`src/rtl/core/fwsm_pkg.sv`:
```
// Shared widths, codes and reset values for the four-voice wave synth mixer.
package fwsm_pkg;

  localparam int VOICES_DEF = 4;
  localparam int VOICE_W    = 2;
  localparam int SEL_W      = 3;
  localparam int VAL_W      = 16;
  localparam int PHASE_W    = 16;
  localparam int VOL_W      = 8;
  localparam int WAVE_W     = 3;
  localparam int LEVEL_W    = 6;
  localparam int MIX_W      = 16;
  localparam int SAMPLE_W   = 8;
  localparam int FRAME_W    = 8;
  localparam int LFSR_W     = 32;

  localparam logic [FRAME_W-1:0] FRAME_PERIOD_RESET = 8'd179;
  localparam logic [LFSR_W-1:0]  LFSR_SEED          = 32'h0000_0001;

  typedef enum logic {
    KIND_TICK  = 1'b0,
    KIND_WRITE = 1'b1
  } kind_t;

  typedef enum logic [SEL_W-1:0] {
    FS_FREQ      = 3'd0,
    FS_DUTY      = 3'd1,
    FS_VOLUME    = 3'd2,
    FS_WAVE      = 3'd3,
    FS_PHASE_ADD = 3'd4
  } field_sel_t;

  typedef enum logic [WAVE_W-1:0] {
    WAVE_TRI   = 3'd0,
    WAVE_SAW   = 3'd1,
    WAVE_PULSE = 3'd2,
    WAVE_NOISE = 3'd3
  } wave_t;

endpackage

```
`src/rtl/core/fwsm_if.sv`:
```
// Valid/ready channel interfaces for the input words and the sample words.
interface fwsm_in_if;
  import fwsm_pkg::*;

  logic               valid;
  logic               ready;
  logic               kind;
  logic [VOICE_W-1:0] voice;
  logic [SEL_W-1:0]   field_select;
  logic [VAL_W-1:0]   write_value;

  modport source (output valid, kind, voice, field_select, write_value, input ready);
  modport sink   (input valid, kind, voice, field_select, write_value, output ready);
endinterface

interface fwsm_out_if;
  import fwsm_pkg::*;

  logic                valid;
  logic                ready;
  logic [SAMPLE_W-1:0] sample;
  logic                frame_due;

  modport source (output valid, sample, frame_due, input ready);
  modport sink   (input valid, sample, frame_due, output ready);
endinterface

```
`src/rtl/core/four_voice_wave_synth_mixer_unit.sv`:
```
// Four-voice wave synth mixer: takes one word per cycle, either a voice register write (no
// output) or a sample tick that yields one 8-bit sample in the next cycle from the output
// register; the whole tick (LFSR step, four waveform levels, volume products, mix, frame
// countdown) is one pass of logic between the voice state registers and the output register,
// so the sustained rate is one word per clock while the sink takes samples, and input ready
// drops only while a sample sits unclaimed in the output register.
module four_voice_wave_synth_mixer_unit #(
  parameter int VOICES = fwsm_pkg::VOICES_DEF
) (
  input  logic                         clk,
  input  logic                         rst_n,
  input  logic                         cfg_we,
  input  logic [fwsm_pkg::FRAME_W-1:0] cfg_wdata,
  fwsm_in_if.sink                      in_ch,
  fwsm_out_if.source                   out_ch
);
  import fwsm_pkg::*;

  logic [PHASE_W-1:0] phase_r [VOICES];
  logic [PHASE_W-1:0] step_r  [VOICES];
  logic [PHASE_W-1:0] duty_r  [VOICES];
  logic [VOL_W-1:0]   vol_r   [VOICES];
  logic [WAVE_W-1:0]  wave_r  [VOICES];
  logic [LFSR_W-1:0]  lfsr_r;
  logic [FRAME_W-1:0] cnt_r;
  logic [FRAME_W-1:0] period_r;
  logic               out_valid_r;
  logic [SAMPLE_W-1:0] sample_r;
  logic               frame_due_r;

  logic                             in_ready;
  logic                             tick;
  logic                             wr;
  logic [LFSR_W-1:0]                lfsr_nxt;
  logic [FRAME_W-1:0]               cnt_nxt;
  logic                             frame_hit;
  logic signed [LEVEL_W-1:0]        noise_lvl;
  logic signed [LEVEL_W-1:0]        lvl  [VOICES];
  logic signed [LEVEL_W+VOL_W:0]    prod [VOICES];
  logic signed [MIX_W-1:0]          mix;
  logic [SAMPLE_W-1:0]              sample_nxt;

  function automatic logic signed [LEVEL_W-1:0] level_of(
    input logic [PHASE_W-1:0]        ph,
    input logic [PHASE_W-1:0]        duty,
    input logic [WAVE_W-1:0]         wave,
    input logic signed [LEVEL_W-1:0] noise
  );
    logic signed [LEVEL_W-1:0] lv;
    case (wave_t'(wave))
      // rising half counts up from -32, falling half counts down from 31
      WAVE_TRI:   lv = ph[PHASE_W-1] ? {ph[PHASE_W-2], ~ph[PHASE_W-3 -: LEVEL_W-1]}
                                     : {~ph[PHASE_W-2], ph[PHASE_W-3 -: LEVEL_W-1]};
      WAVE_SAW:   lv = {~ph[PHASE_W-1], ph[PHASE_W-2 -: LEVEL_W-1]};
      WAVE_PULSE: lv = (ph > duty) ? {1'b1, {(LEVEL_W-1){1'b0}}} : {1'b0, {(LEVEL_W-1){1'b1}}};
      WAVE_NOISE: lv = noise;
      default:    lv = '0;
    endcase
    return lv;
  endfunction

  always_comb begin
    in_ready = !out_valid_r || out_ch.ready;
    tick     = in_ch.valid && in_ready && (kind_t'(in_ch.kind) == KIND_TICK);
    wr       = in_ch.valid && in_ready && (kind_t'(in_ch.kind) == KIND_WRITE);

    lfsr_nxt  = {lfsr_r[LFSR_W-2:0], lfsr_r[31] ^ lfsr_r[24] ^ lfsr_r[9] ^ lfsr_r[6]};
    // low six bits minus 32: flip the top bit
    noise_lvl = {~lfsr_nxt[LEVEL_W-1], lfsr_nxt[LEVEL_W-2:0]};

    frame_hit = (cnt_r == '0);
    cnt_nxt   = frame_hit ? period_r : cnt_r - 1'b1;

    mix = '0;
    for (int v = 0; v < VOICES; v++) begin
      lvl[v]  = level_of(phase_r[v], duty_r[v], wave_r[v], noise_lvl);
      prod[v] = lvl[v] * $signed({1'b0, vol_r[v]});
      mix     = mix + MIX_W'(prod[v]);
    end
    // add the mid level by flipping the sign bit, then keep the top byte
    sample_nxt = {~mix[MIX_W-1], mix[MIX_W-2 -: SAMPLE_W-1]};
  end

  assign in_ch.ready      = in_ready;
  assign out_ch.valid     = out_valid_r;
  assign out_ch.sample    = sample_r;
  assign out_ch.frame_due = frame_due_r;

  always_ff @(posedge clk) begin
    if (!rst_n) begin
      for (int v = 0; v < VOICES; v++) begin
        phase_r[v] <= '0;
        step_r[v]  <= '0;
        duty_r[v]  <= '0;
        vol_r[v]   <= '0;
        wave_r[v]  <= WAVE_TRI;
      end
      lfsr_r      <= LFSR_SEED;
      cnt_r       <= '0;
      period_r    <= FRAME_PERIOD_RESET;
      out_valid_r <= 1'b0;
    end else begin
      if (cfg_we) begin
        period_r <= cfg_wdata;
      end
      if (tick) begin
        lfsr_r <= lfsr_nxt;
        cnt_r  <= cnt_nxt;
        for (int v = 0; v < VOICES; v++) begin
          phase_r[v] <= phase_r[v] + step_r[v];
        end
      end
      if (wr) begin
        // writes to an absent voice match no lane and drop
        for (int v = 0; v < VOICES; v++) begin
          if (in_ch.voice == VOICE_W'(v)) begin
            case (field_sel_t'(in_ch.field_select))
              FS_FREQ:      step_r[v]  <= in_ch.write_value;
              FS_DUTY:      duty_r[v]  <= in_ch.write_value;
              FS_VOLUME:    vol_r[v]   <= in_ch.write_value[VOL_W-1:0];
              FS_WAVE:      wave_r[v]  <= in_ch.write_value[WAVE_W-1:0];
              FS_PHASE_ADD: phase_r[v] <= phase_r[v] + in_ch.write_value;
              default: ;
            endcase
          end
        end
      end
      out_valid_r <= tick || (out_valid_r && !out_ch.ready);
    end
  end

  always_ff @(posedge clk) begin
    if (tick) begin
      sample_r    <= sample_nxt;
      frame_due_r <= frame_hit;
    end
  end

endmodule

```
`src/flat_wrapper.sv`:
```
// flat-port wrapper written by rule: the top's interface ports become plain ports
module four_voice_wave_synth_mixer_unit_flat import fwsm_pkg::*;
#(
  parameter int VOICES = fwsm_pkg::VOICES_DEF
)
  (clk, rst_n, cfg_we, cfg_wdata, in_ch_valid, in_ch_kind, in_ch_voice, in_ch_field_select, in_ch_write_value, in_ch_ready, out_ch_valid, out_ch_sample, out_ch_frame_due, out_ch_ready);
  fwsm_in_if in_ch_i ();
  fwsm_out_if out_ch_i ();
  input  logic clk;
  input  logic rst_n;
  input  logic cfg_we;
  input  logic [fwsm_pkg::FRAME_W-1:0] cfg_wdata;
  input wire logic [$bits(in_ch_i.valid)-1:0] in_ch_valid;
  input wire logic [$bits(in_ch_i.kind)-1:0] in_ch_kind;
  input wire logic [$bits(in_ch_i.voice)-1:0] in_ch_voice;
  input wire logic [$bits(in_ch_i.field_select)-1:0] in_ch_field_select;
  input wire logic [$bits(in_ch_i.write_value)-1:0] in_ch_write_value;
  output wire logic [$bits(in_ch_i.ready)-1:0] in_ch_ready;
  output wire logic [$bits(out_ch_i.valid)-1:0] out_ch_valid;
  output wire logic [$bits(out_ch_i.sample)-1:0] out_ch_sample;
  output wire logic [$bits(out_ch_i.frame_due)-1:0] out_ch_frame_due;
  input wire logic [$bits(out_ch_i.ready)-1:0] out_ch_ready;
  assign in_ch_i.valid = in_ch_valid;
  assign in_ch_i.kind = in_ch_kind;
  assign in_ch_i.voice = in_ch_voice;
  assign in_ch_i.field_select = in_ch_field_select;
  assign in_ch_i.write_value = in_ch_write_value;
  assign in_ch_ready = in_ch_i.ready;
  assign out_ch_valid = out_ch_i.valid;
  assign out_ch_sample = out_ch_i.sample;
  assign out_ch_frame_due = out_ch_i.frame_due;
  assign out_ch_i.ready = out_ch_ready;
  four_voice_wave_synth_mixer_unit #(.VOICES(VOICES)) u_core (.clk(clk), .rst_n(rst_n), .cfg_we(cfg_we), .cfg_wdata(cfg_wdata), .in_ch(in_ch_i), .out_ch(out_ch_i));
endmodule
```
`config.mk`:
```
export PLATFORM = sky130hd
export DESIGN_NAME = four_voice_wave_synth_mixer_unit_flat
export DESIGN_NICKNAME = d
export VERILOG_FILES = /design/src/rtl/core/fwsm_pkg.sv /design/src/rtl/core/fwsm_if.sv /design/src/rtl/core/four_voice_wave_synth_mixer_unit.sv /design/src/flat_wrapper.sv
export SDC_FILE = /design/constraint.sdc
export NUM_CORES = 1
export LEC_CHECK = 0
export ABC_AREA = 1
export BUFFER_PORTS_ARGS = -buffer_cell sky130_fd_sc_hd__buf_2
export CORE_MARGIN = 5
export CORE_UTILIZATION = 55
export CTS_BUF_LIST = sky130_fd_sc_hd__clkbuf_16
export DETAILED_ROUTE_END_ITERATION = 16
export PLACE_DENSITY = 0.68
export SLEW_MARGIN = 15
export SYNTH_ARGS = -nofsm -noshare
export SYNTH_HDL_FRONTEND = slang
export SYNTH_SLANG_ARGS = --single-unit
```
`constraint.sdc`:
```
create_clock -name clk -period 8.75 [get_ports clk]
set_input_delay 1.75 -clock clk [delete_from_list [all_inputs] [get_ports clk]]
set_output_delay 1.75 -clock clk [all_outputs]
set_load 0.01 [all_outputs]
```
==> results.yml, run 1 <==
power:
  power_mw: 5.732
  p_per_area_nw_per_um2: 210.3
  vdd_drop_max_v: 0.0003897
  p_leak_nw: 13.12
floorplanning:
  core_um2: 45380
  die_w_um: 224
  die_h_um: 224
  start_util: 0.5550
  num_rows: 78
  top_level_ports: 46
  die_area_um2: 50180
worst_setup_path:
  crit_path_top_delay_cell: "edfxtp_1"
  arrival_ns: 8.21
  worstRegToRegCells: 31
  rrSetupSlack_ns: 0.84
  crit_required_ns: 9.05
  critical_path.top_delay_family: "adder cells"
  crit_fanout: 11
  end_kind: "register"
  r2r_start: "u_core.phase_r[0][15]"
  start_kind: "register"
  worstSetupPathType: "register to register"
  crit_buf_inv: 5
  timing.rr.end: "u_core.out_ch.sample[7]"
  slowest_delay_ns: 0.60
  path_common_cell: "nand2_1"
route:
  route.detailed.drc: 0
  vias_per_cell: 5.613
  drtAntennaViolNets: 0
  vias: 20510
  wl_per_cell_um: 19.40
  first_pass_iters: 7
  finalWirelength_um: 70880
  drtIter0Drc: 1686
global_routing:
  antenna_found_initial: 0
  grt_max_degree: 39
  grt_pass1_wl_um: 111500
  grt_use_total: 0.2841
  overflow: 0
  grt_pass1_vias: 20640
cells_and_area:
  regArea_um2: 8338
  fin_cells: 3654
  fin_util: 0.6007
  num-nets-final: 3497
  nFillCells: 4043
  syn2layout_area_growth_pct: 8.236
  multiInputGateArea_um2: 14400
  antennaDiodeCount: 0
  drive_above_1_share: 0.05730
sta:
  hold_viol_final: 0
  finClkSkew_ns: 0.01636
  period_share: 0.9039
  worst_slew_pin_slew_ns: 1.120
  period_minus_slack_ns: 7.909
  tns_ns: 0
  fmax_mhz: 126.4
  drv_slew: 0
  grt_setup_unrepaired: "no"
  fin_hold_ws_ns: 0.4646
  finalSetupViolCount: 0
  slew_headroom: 0.2453
placed_design:
  dpl.hpwl_um: 55430
  port-buffer-count: 45
  dp_cells: 3594
  globalplace.congestion: 0.9252
clock_tree:
  postCtsHoldBufs: 0
  cts_sinks: 294
  cts_resized: 0
  clock_latency_ns: 0.56
  cts_made_buffers: 35
  clk_pin_slew_ns: 0.06
  cts.path.max_buffers: 3
  clock_tree.htree_level_count: 2
  cts_tree: "built"
  cts_setup_buffers: 0
  cts_root_buffer: "clkbuf_16"
synth:
  synth_ff_type: "edfxtp_1"
  synthDistinctLibCells: 58
  syn_area_um2: 25190
  synth_edf_count: 245
  synth-seq-cells: 294
  seq_area_frac_synth: 0.3310
  synth_cells: 2973
  async_flop_share: 0
  syn_nets: 3439
  ys_warn_count: 0
  avgSynthCellArea_um2: 8.472
worst_hold_path:
  hp-start: "u_core.period_r[7]"
  holdPathStages: 2
  hp-class: "register to register"
  min_to: "u_core.period_r[7]"
run:
  maxCapViolCount: 0
outcome:
  status: "complete, no violations"
-- through the flow --
stage | setup slack, ns | area, um^2
after floorplan | 2.068 | 25190
after global placement | 1.080 | 26110
after detailed placement | 0.8383 | 26110
after CTS | 0.8268 | 27260
after global routing | 0.4092 | 27260
final | 0.8409 | 27260
-- logic make-up (layout without fill, tap and decap cells) --
group | count (synthesis) | count (layout) | synth area share
XOR/XNOR | 62 | 62 | 0.02156
buffers and inverters | 639 | 720 | 0.09746
flip-flops | 294 | 294 | 0.3310
adder cells (fa/ha/maj) | 431 | 431 | 0.2672
AO/OA/AOI/OAI | 463 | 463 | 0.1053
multiplexers | 1 | 1 | 0.0003974
AND/OR/NAND/NOR | 1083 | 1083 | 0.1771
-- cell type report --
class                      count  area share
multi-input combinational   2040      0.5282
sequential                   294      0.3058
inverter                     594     0.08206
clock buffer                  37     0.03396
tap                          600     0.02754
timing repair buffer          66     0.01404
clock inverter                23    0.008399
-- power breakdown --
group          switching [mW]  internal (mW)
registers              0.0632           1.68
logic                    1.50          0.984
clock network           0.598          0.908
-- routing by layer --
| layer | routed length (um) | vias to the layer above | GRT usage |
|---|---|---|---|
| met1 | 29430 | 9764 | 0.3751 |
| met2 | 33100 | 807 | 0.4728 |
| met5 | 0 | - | 0 |
| met3 | 4995 | 182 | 0.04023 |
| met4 | 3346 | 0 | 0.1202 |
| li1 | - | 9757 | - |
-- worst min-delay path: stages (launching register included) --
cell     delay [ns]
dfxtp_1        0.32
nand2_1        0.05
nand3_1        0.06
-- state kept, by name, indices dropped and copies added (netlist names) --
name / flops
u_core.lfsr_r: 32
u_core.step_r: 64
u_core.out_ch.sample: 8
u_core.cnt_r: 8
u_core.phase_r: 64
u_core.wave_r: 12
u_core.period_r: 8
u_core.out_ch.valid: 1
u_core.out_ch.frame_due: 1
u_core.duty_r: 64
u_core.vol_r: 32
-- how the worst max path moves through the flow --
stage | cells past startpoint | slack, ns | start | to
global route | 31 | 0.41 | u_core.phase_r[0][15] | u_core.out_ch.sample[7]
detailed placement | 31 | 0.84 | u_core.phase_r[0][15] | u_core.out_ch.sample[7]
finish | 31 | 0.84 | u_core.phase_r[0][15] | u_core.out_ch.sample[7]
CTS | 31 | 0.83 | u_core.phase_r[0][15] | u_core.out_ch.sample[7]
floorplan | 26 | 2.07 | u_core.phase_r[0][14] | u_core.out_ch.sample[3]
global placement | 31 | 1.08 | u_core.phase_r[0][15] | u_core.out_ch.sample[7]
-- cells in the mapped netlist, types with 11 or more instances --
cell type	instances	area, um^2
xor2_1	34	297.8
edfxtp_1	245	7357
nand2_1	473	1775
nor3_1	35	175.2
buf_2	18	90.09
inv_1	568	2132
fa_1	178	3563
ha_1	253	3166
clkbuf_1	21	78.83
nor2_1	398	1494
xnor2_1	28	245.2
nand4_1	11	68.82
a21o_1	14	105.1
o22ai_1	50	312.8
a21oi_1	173	865.8
o21ai_1	20	100.1
inv_2	13	48.80
nand3_1	123	615.6
or2_2	13	81.33
dfxtp_1	49	980.9
clkinv_1	11	41.29
o21ai_0	135	675.7
-- cells in the final DEF, fill, tap and decap left out, types with 5 or more instances in the layout --
master / count
fa_1: 178
or2_2: 13
or2_1: 5
ha_1: 253
nor2_1: 398
o21ai_1: 28
xor2_1: 34
clkinv_1: 16
buf_2: 45
a21o_1: 14
inv_1: 573
a21oi_1: 173
nor3_1: 35
a221oi_1: 9
xnor2_1: 28
a21oi_2: 9
nor3_2: 5
bufinv_16: 5
a211oi_1: 7
nand4_1: 11
clkinv_2: 6
dfxtp_1: 49
clkbuf_16: 37
nor2_4: 5
o21ai_0: 126
buf_4: 21
o31ai_1: 9
or2_0: 5
edfxtp_1: 245
a31oi_1: 5
inv_2: 13
nand3_1: 123
o22ai_1: 50
o21a_1: 5
o21bai_1: 6
nand2_1: 473
Note: power is estimated with default switching activity, not from simulation.
==> run 2, diff against run 1 <==
--- a/config.mk
+++ b/config.mk
@@ -10,8 +10,10 @@
 export CORE_MARGIN = 5
 export CORE_UTILIZATION = 55
 export CTS_BUF_LIST = sky130_fd_sc_hd__clkbuf_16
+export CTS_CLUSTER_SIZE = 20
 export DETAILED_ROUTE_END_ITERATION = 16
-export PLACE_DENSITY = 0.68
+export PLACE_DENSITY = 0.71
+export SETUP_SLACK_MARGIN = 0.2
 export SLEW_MARGIN = 15
 export SYNTH_ARGS = -nofsm -noshare
 export SYNTH_HDL_FRONTEND = slang
==> run 2 against run 1 <==
Compared with the run above: critical endpoint is now u_core.out_ch.sample[4]; highest routed layer unchanged; hold slack got worse by 0.00082 ns; critical path depth decreased by 2; setup slack got worse by 0.15 ns; critical path type unchanged; largest cell class unchanged; sequential power is essentially flat; cell count increased by 0.16%.
==> results.yml, run 2 (synthesis results as in run 1) <==
global_routing:
  grt_max_degree: 39
  grt_pass1_wl_um: 111800
  grt_pass1_vias: 20970
  antenna_found_initial: 1
  overflow: 0
  grt_use_total: 0.2832
sta:
  slew_headroom: 0.3039
  period_share: 0.9209
  setup_slack_ns: 0.6924
  grt_setup_unrepaired: "no"
  period_minus_slack_ns: 8.058
  tns_ns: 0
  hold_viol_final: 0
  finClkSkew_ns: 0.02223
  worst_slew_pin_slew_ns: 1.042
  fmax_mhz: 124.1
  drv_slew: 0
  finalSetupViolCount: 0
clock_tree:
  cts_tree: "built"
  clk_pin_slew_ns: 0.06
  clock_tree.htree_level_count: 2
  cts_setup_buffers: 0
  clock_latency_ns: 0.55
  cts_resized: 0
  postCtsHoldBufs: 0
  cts_sinks: 294
  cts.path.max_buffers: 3
  cts_root_buffer: "clkbuf_16"
  cts_made_buffers: 35
placed_design:
  globalplace.congestion: 1.015
  dp_cells: 3597
  dpl.hpwl_um: 55190
  place_ws_ns: 0.8226
  port-buffer-count: 45
  place_area_um2: 26130
floorplanning:
  top_level_ports: 46
  die_w_um: 224
  die_h_um: 224
  core_um2: 45380
  num_rows: 78
  die_area_um2: 50180
  start_util: 0.5550
cells_and_area:
  drive_above_1_share: 0.05817
  syn2layout_area_growth_pct: 8.196
  final_area_um2: 27250
  num-nets-final: 3500
  antennaDiodeCount: 0
  fin_cells: 3660
  final_common_cell: "inv_1"
  top_regs: "u_core.duty_r x64, u_core.phase_r x64, u_core.step_r x64"
  final_cell_mix: "575 x inv_1, 473 x nand2_1, 398 x nor2_1"
worst_setup_path:
  worstSetupPathType: "register to register"
  crit_required_ns: 9.03
  crit_fanout: 11
  crit_path_top_delay_cell: "edfxtp_1"
  end_kind: "register"
  slowest_delay_ns: 0.60
  arrival_ns: 8.34
  start_kind: "register"
power:
  p_per_area_nw_per_um2: 208.6
  pwr-share-seq: 0.306
  netSwitchingFraction: 0.3843
  vdd_drop_max_v: 0.0003132
  power.clock.fraction: 0.252
  p_comb_frac: 0.441
  p_leak_nw: 13.13
  p_int_mw: 3.501
  p_sw_mw: 2.185
route:
  vias: 20610
  drtIter0Drc: 1913
  route.detailed.drc: 0
  finalWirelength_um: 70140
  first_pass_iters: 6
  wl_per_cell_um: 19.16
  drtAntennaViolNets: 0
  vias_per_cell: 5.632
worst_hold_path:
  hp-class: "register to register"
outcome:
  status: "complete, no violations"
run:
  maxCapViolCount: 0
[run 2: power groups by stage]
| stage | clock (mW) | sequential [mW] | combinational, mW |
|---|---|---|---|
| floorplan | 0 | 1.76 | 1.86 |
| CTS | 1.46 | 1.74 | 2.50 |
| global route | 1.52 | 1.75 | 2.90 |
| finish | 1.44 | 1.74 | 2.51 |
| detailed placement | 0 | 1.77 | 2.48 |
| global placement | 0 | 1.77 | 2.37 |
[run 2: path summary, 6_finish.rpt]
path                         start                       to  slack (ns)  depth (start not counted)
max          u_core.phase_r[0][15]  u_core.out_ch.sample[4]        0.69                         29
max reg2reg  u_core.phase_r[0][15]  u_core.out_ch.sample[4]        0.69                         29
min             u_core.period_r[4]       u_core.period_r[4]        0.46                          2
min reg2reg     u_core.period_r[4]       u_core.period_r[4]        0.46                          2
[run 2: metal layers]
layer	part of all wire	track usage	vias to the layer above
met4	0.052	0.1302	0
li1	-	-	9776
met1	0.41	0.3625	9793
met2	0.47	0.4789	834
met3	0.068	0.04010	211
met5	0	0	-
[run 2: layout make-up]
type / count / area [um^2]
fillers: 3945 / 18130
repair buffers: 69 / 405.4
multi-input cells: 2040 / 14400
flip-flops and latches: 294 / 8338
clock inverters: 24 / 142.6
inverters: 594 / 2237
well taps: 600 / 750.7
clock buffers: 39 / 975.9
[run 2: critical path: cells and delay by family, from the launching register on]
family / cells / cell delay, ns
buffers and inverters: 5 / 0.53
XOR/XNOR: 1 / 0.07
AO/OA/AOI/OAI: 4 / 0.82
AND/OR/NAND/NOR: 10 / 1.66
flip-flops: 1 / 0.60
adder cells (fa/ha/maj): 9 / 4.13
[run 2: through the flow]
step	hold WS, ns	util	power [mW]
after floorplan	0.4236	-	3.618
after global placement	0.4435	0.5759	4.133
after detailed placement	0.4528	0.5759	4.246
after CTS	0.4679	0.6005	5.697
after global routing	0.4931	0.6005	6.165
final	0.4638	0.6005	5.686
